File: src/height_color_ramp_macros.svh
// Assertion macros used by the height color ramp RTL.
`ifndef HEIGHT_COLOR_RAMP_MACROS_SVH
`define HEIGHT_COLOR_RAMP_MACROS_SVH

// Same-cycle implication, sampled on clk, off while rst is high.
`define HCR_ASSERT_IMPL(label, ante, cons, msg) \
  label: assert property (@(posedge clk) disable iff (rst) (ante) |-> (cons)) \
    else $error(msg);

// Next-cycle implication, sampled on clk, off while rst is high.
`define HCR_ASSERT_NEXT(label, ante, cons, msg) \
  label: assert property (@(posedge clk) disable iff (rst) (ante) |=> (cons)) \
    else $error(msg);

`endif

File: src/hcr_div_pipe.sv
// Pipelined restoring divider: one quotient bit per register stage.
module hcr_div_pipe #(
  parameter int Q_W = 16,
  parameter int D_W = 17,
  parameter int S_W = 1
) (
  input  logic           clk,
  input  logic           rst,
  input  logic           en,
  input  logic           in_valid,
  input  logic [D_W-1:0] rem_in,
  input  logic [Q_W-1:0] num_in,
  input  logic [D_W-1:0] div_in,
  input  logic [S_W-1:0] side_in,
  output logic           out_valid,
  output logic [Q_W-1:0] quo,
  output logic [S_W-1:0] side_out
);

  logic [Q_W-1:0] v;
  logic [D_W-1:0] rem      [Q_W];
  logic [D_W-1:0] rem_next [Q_W];
  logic [D_W-1:0] div_r    [Q_W];
  logic [D_W-1:0] div_next [Q_W];
  logic [Q_W-1:0] num      [Q_W];
  logic [Q_W-1:0] num_next [Q_W];
  logic [Q_W-1:0] quo_r    [Q_W];
  logic [Q_W-1:0] quo_next [Q_W];
  logic [S_W-1:0] side_r   [Q_W];
  logic [S_W-1:0] side_next[Q_W];

  // Remainder stays below the divisor, so one compare and subtract per bit.
  always_comb begin
    logic [D_W:0]   t;
    logic           ge;
    logic [D_W-1:0] s_rem;
    logic [D_W-1:0] s_div;
    logic [Q_W-1:0] s_num;
    logic [Q_W-1:0] s_quo;
    logic [S_W-1:0] s_side;
    for (int i = 0; i < Q_W; i++) begin
      if (i == 0) begin
        s_rem  = rem_in;
        s_div  = div_in;
        s_num  = num_in;
        s_quo  = '0;
        s_side = side_in;
      end else begin
        s_rem  = rem[i-1];
        s_div  = div_r[i-1];
        s_num  = num[i-1];
        s_quo  = quo_r[i-1];
        s_side = side_r[i-1];
      end
      t  = {s_rem, s_num[Q_W-1]};
      ge = (t >= {1'b0, s_div});
      rem_next[i]  = ge ? D_W'(t - {1'b0, s_div}) : t[D_W-1:0];
      div_next[i]  = s_div;
      num_next[i]  = {s_num[Q_W-2:0], 1'b0};
      quo_next[i]  = {s_quo[Q_W-2:0], ge};
      side_next[i] = s_side;
    end
  end

  always_ff @(posedge clk) begin
    if (rst) begin
      v <= '0;
    end else if (en) begin
      v <= {v[Q_W-2:0], in_valid};
    end
  end

  always_ff @(posedge clk) begin
    if (en) begin
      for (int i = 0; i < Q_W; i++) begin
        rem[i]    <= rem_next[i];
        div_r[i]  <= div_next[i];
        num[i]    <= num_next[i];
        quo_r[i]  <= quo_next[i];
        side_r[i] <= side_next[i];
      end
    end
  end

  assign out_valid = v[Q_W-1];
  assign quo       = quo_r[Q_W-1];
  assign side_out  = side_r[Q_W-1];

endmodule

File: config.mk
export PLATFORM = sky130hd
export DESIGN_NAME = hcr_div_pipe
export DESIGN_NICKNAME = d
export VERILOG_FILES = /design/src/height_color_ramp_macros.svh /design/src/hcr_div_pipe.sv
export SDC_FILE = /design/constraint.sdc
export NUM_CORES = 1
export LEC_CHECK = 0
export BUFFER_PORTS_ARGS = -buffer_cell sky130_fd_sc_hd__buf_2
export CAP_MARGIN = 20
export CORE_MARGIN = 5
export CORE_UTILIZATION = 35
export CTS_BUF_LIST = sky130_fd_sc_hd__clkbuf_4 sky130_fd_sc_hd__clkbuf_8
export DETAILED_ROUTE_END_ITERATION = 6
export PLACE_DENSITY = 0.48
export SETUP_SLACK_MARGIN = 0.5
export SLEW_MARGIN = 20
export SYNTH_ARGS = -nofsm -noshare
export SYNTH_HDL_FRONTEND = slang
export SYNTH_SLANG_ARGS = --single-unit
File: constraint.sdc
create_clock -name clk -period 3.5 [get_ports clk]
set_clock_uncertainty 0.05 [all_clocks]
set_input_delay 0.35 -clock clk [delete_from_list [all_inputs] [get_ports clk]]
set_output_delay 0.35 -clock clk [all_outputs]
set_load 0.02 [all_outputs]
Word-level counts from Yosys, hierarchy flattened
Memory sizes are Yosys's and may differ from the RTL's.
Cells that the tools add are included.
{ "classes": {"add_sub_neg": 16, "magnitude_cmp": 16, "mux": 18} }
{ "ops": {"columns": ["op", "count"], "rows": [
  ["$ge 18x17->1", 16],
  ["$mux 17", 16],
  ["$sub 17x17->17", 16],
  ["$mux 1", 2]
]} }
{ "totals": {"reg_bits": 16, "mem_bits_rw": 1056, "in_bits": 55, "output_inout_bits": 18, "elab_cells": 56, "n_memories": 5} }
{ "memory_table": {"columns": ["memory", "depth", "width", "rd", "rd_clocked_by_memory_dff", "wr", "line", "source"], "rows": [
  ["div_r", 16, 17, 15, 0, 16, "hcr_div_pipe.sv:23", "logic [D_W-1:0] div_r [Q_W];"],
  ["rem", 16, 17, 15, 0, 16, "hcr_div_pipe.sv:21", "logic [D_W-1:0] rem [Q_W];"],
  ["quo_r", 16, 16, 16, 0, 16, "hcr_div_pipe.sv:27", "logic [Q_W-1:0] quo_r [Q_W];"],
  ["num", 16, 15, 15, 0, 16, "hcr_div_pipe.sv:25", "logic [Q_W-1:0] num [Q_W];"],
  ["side_r", 16, 1, 16, 0, 16, "hcr_div_pipe.sv:29", "logic [S_W-1:0] side_r [Q_W];"]
]} }

Logic depth before layout (Yosys ltp)
An unclocked memory read counts as a cell.
{ "depth": {"word_depth": 3, "ltp_mapped": 13, "ltp_nobuf": 12} }

Worst setup path after synthesis
OpenSTA, ideal clock, no wires.
{ "synth_path": {"path_type": "input -> register", "startpoint": "in num_in[15]", "endpoint": "mem rem[0][10], data pin", "setup_time_ns": 0.260, "arrival_ns": 2.748, "required_ns": 3.190, "slack_ns": 0.442, "path_stages": 13, "n_path_buf": 1, "path_cell_list": "inv_1 -> ha_1 -> inv_1 -> fa_1 -> a211oi_2 -> o21ai_1 -> a21oi_2 -> o31a_1 -> o31ai_1 -> a21o_1 -> a31oi_4 -> buf_6 -> mux2_2"} }
{ "synth_lines": {"columns": ["element", "line", "source"], "rows": [
  ["from (decl)", "hcr_div_pipe.sv:12", "input logic [Q_W-1:0] num_in,"],
  ["to (decl)", "hcr_div_pipe.sv:21", null]
]} }

==> out/results.tsv <==
stage	metric	value	unit
final_layout	Util after Layout	0.4322	
timing	Achievable Freq	316.9	MHz
place	hpwl dp	60860	µm
clock_tree	Clock Tree Root	clkbuf_8	
hold_path	Hold WC Path Type	in -> reg	
synthesis	cells after synthesis	3048	
grt	number of global-route vias before repair	25730	
drt	antenna-violating nets left	0	
synthesis	synthesized flop and latch total	798	
clock_tree	clock buffer depth	3	
synthesis	Synth cell types	84	
synthesis	sequential share of the synthesized area	0.5989	
grt	total gr overflow	0	
synthesis	yosys warns	0	
critical_path	CP required	3.98	ns
clock_tree	count of clock tree sinks	798	
critical_path	Critical Path Source Type	flip-flop	
floorplanning	row cnt	123	
place	DP Worst Slack	-0.007576	ns
drt	WL/cell	17.98	µm
critical_path	CP max-delay cell	fa_2	
critical_path	Slowest Stage Delay on Critical Path	0.43	ns
final_layout	Final #Nets	3820	
drt	routed via count	25030	
timing	Hold Vio Cnt, Final	0	
synthesis	Syn Nets	3390	
drt	drt via density	4.927	
final_layout	share of post-route cells with drive strength above 1	0.2436	
drt	DR DRC count	0	
grt	GRT Total Usage	0.1439	
outcome	status	complete, no violations	
place	Port Buffers	72	
grt	largest net degree at the start of global routing	101	
synthesis	top_reg_cell synth	edfxtp_1	
synthesis	Mapped Avg Cell Area	13.04	µm²
critical_path	Worst Path Max Fanout	5	
critical_path	Critical Path End Type	flip-flop	
job	# Max-Cap Violations	0	
floorplanning	Core ar.	112700	µm²
timing	Worst-Margin Slew	1.256	ns
final_layout	Area growth syn-to-layout	22.52	%
drt	DRT Pass-1 Iters	6	
floorplanning	initial core utilization	0.3528	
critical_path	Cell Chain, Critical Path	inv_2 -> ha_4 -> inv_2 -> fa_2 -> a211oi_4 -> o21ai_2 -> a21oi_2 -> o31a_1 -> o21ai_2 -> a21oi_2 -> buf_4 -> buf_6 -> o21ai_4 -> mux2_4	
floorplanning	Die W	347.0	µm
floorplanning	die area	120400	µm²
final_layout	most frequent cells in the layout	edfxtp_1 (782), inv_1 (325), ha_1 (247)	
place	gpl congestion	0.8716	
clock_tree	TritonCTS clock tree	done	
floorplanning	Ports	73	
synthesis	Post-synth EDFFs	782	
pwr	Final Total Pwr	43.23	mW
synthesis	Async SR Flop Fraction	0	
synthesis	Syn Std Cell Area	39740	µm²
grt	first-pass GRT wire length	139200	µm
critical_path	Worst Path Arrival	3.64	ns
final_layout	commonest non-fill, non-tap cell in the layout	edfxtp_1	
timing	final setup fails	0	
timing	RSZ-0062 raised after global routing	yes	
place	Post-Place Cell Area	42310	µm²
drt	Initial DRC Count	1174	
clock_tree	H-tree depth	4	
pwr	Power Dens Cells	887.9	nW/µm²
grt	initial antenna violation count	2	
timing	Final WS setup	0.3442	ns
timing	max-slew violations	0	
clock_tree	clock transition at the registers of the reported paths	0.05	ns
timing	fin crit share	0.9017	
clock_tree	TritonCTS buffer count	144	
pwr	leakage power	19.36	nW
timing	Tmin final	3.156	ns
timing	Hold WS	0.1003	ns
critical_path	Setup CP Type	reg -> reg	
pwr	Peak VDD IR	0.0003771	V
floorplanning	Die H	347.0	µm
final_layout	design area	48690	µm²
timing	Max-slew headroom	0.1536	
drt	Total Wirelength	91350	µm
clock_tree	Clk Latency, worst-skew pair	0.81	ns
## critical path, delay by kind of cell, from the launching register on
kind / cells / cell delay (ns)
AO/OA/AOI/OAI: 7 / 1.14
adder cells (fa/ha/maj): 2 / 0.57
flip-flops: 1 / 0.39
buffers and inverters: 4 / 0.38
multiplexers: 1 / 0.38
## routing by layer
| metal | global-route usage | up-vias | routed length, µm |
|---|---|---|---|
| met5 | 0 | - | 0 |
| met2 | 0.2537 | 453 | 46640 |
| met1 | 0.1713 | 12180 | 38420 |
| li1 | - | 12200 | - |
| met3 | 0.03055 | 195 | 3149 |
| met4 | 0.05881 | 0 | 3127 |
## cells in the mapped netlist (12+ instances only)
cell,n,area share
a211oi_1,22,0.0042
a21o_1,89,0.017
a21oi_1,187,0.024
a31oi_1,24,0.0038
and3_1,14,0.0022
buf_2,12,0.0015
clkbuf_1,14,0.0013
dfxtp_1,16,0.0081
edfxtp_1,782,0.59
fa_1,15,0.0076
ha_1,272,0.086
inv_1,346,0.033
mux2_2,144,0.041
mux2i_1,28,0.0071
nand2_1,150,0.014
nand2b_1,20,0.0031
nand3_1,24,0.0030
nand4_1,42,0.0066
nor2_1,156,0.015
nor2b_1,20,0.0031
nor3_1,35,0.0044
o211ai_1,14,0.0026
o21a_1,20,0.0038
o21ai_0,138,0.017
o21ai_1,13,0.0016
o21bai_1,38,0.0072
o31a_1,12,0.0026
o31ai_1,21,0.0040
or2_2,15,0.0024
or3_1,19,0.0030
xnor2_1,137,0.030
xor2_1,66,0.015
## sequential cells by signal, indices dropped and copies added, names as in the netlist
name,count
div_r,255
num,120
quo_r,136
rem,255
side_r,16
v,16
## metrics by stage
stage,instances,TNS [ns]
2_1_floorplan,3048,0
3_3_place_gp,4624,-0.1616
3_5_place_dp,4624,-0.01374
4_1_cts,5005,0
5_1_grt,5081,0
6_report,5081,0
## final timing paths
check             depth (start not counted)        from    endpoint  slack (ns)
setup / recovery                         14  num[1][29]  rem[1][37]        0.34
hold / removal                            4  num_in[15]   rem[0][0]        0.10
setup reg to reg                         14  num[1][29]  rem[1][37]        0.34
hold reg to reg                           0  num[1][57]  num[1][73]        0.36
## repair_timing
action,in CTS,in global routing
buffers inserted,65,56
hold buffers,54,1
setup endpoints to repair,241,249
cloned,15,17
resized for setup,107,274
endpoints found under the hold margin,104,1
pin swaps,52,86
## cell families (layout without fill, tap and decap cells)
logic type,count (synthesis),after routing,share of synthesized area
flops,798,798,0.5989
compound gates,669,680,0.1110
simple gates,526,527,0.06265
buf+inv,383,902,0.03809
fa+ha+maj,287,287,0.09319
xor+xnor,203,203,0.04474
mux,182,182,0.05135
other cells,0,2,0
## area by class of cell
type	count	area, µm²
inverter	346	1304
tap	1500	1877
sequential	798	23800
clock buffer	184	2295
fill	10430	63960
clock inverter	63	553.0
timing repair buffer	309	3090
multi-input combinational	1879	15770
antenna	2	5.005
## power breakdown
group	internal (mW)	total, mW	switching, mW
logic	9.77	19.5	9.74
registers	13.6	14.9	1.35
clock network	4.95	8.83	3.88
total	28.3	43.2	15.0
(Power assumes the default switching activity.)
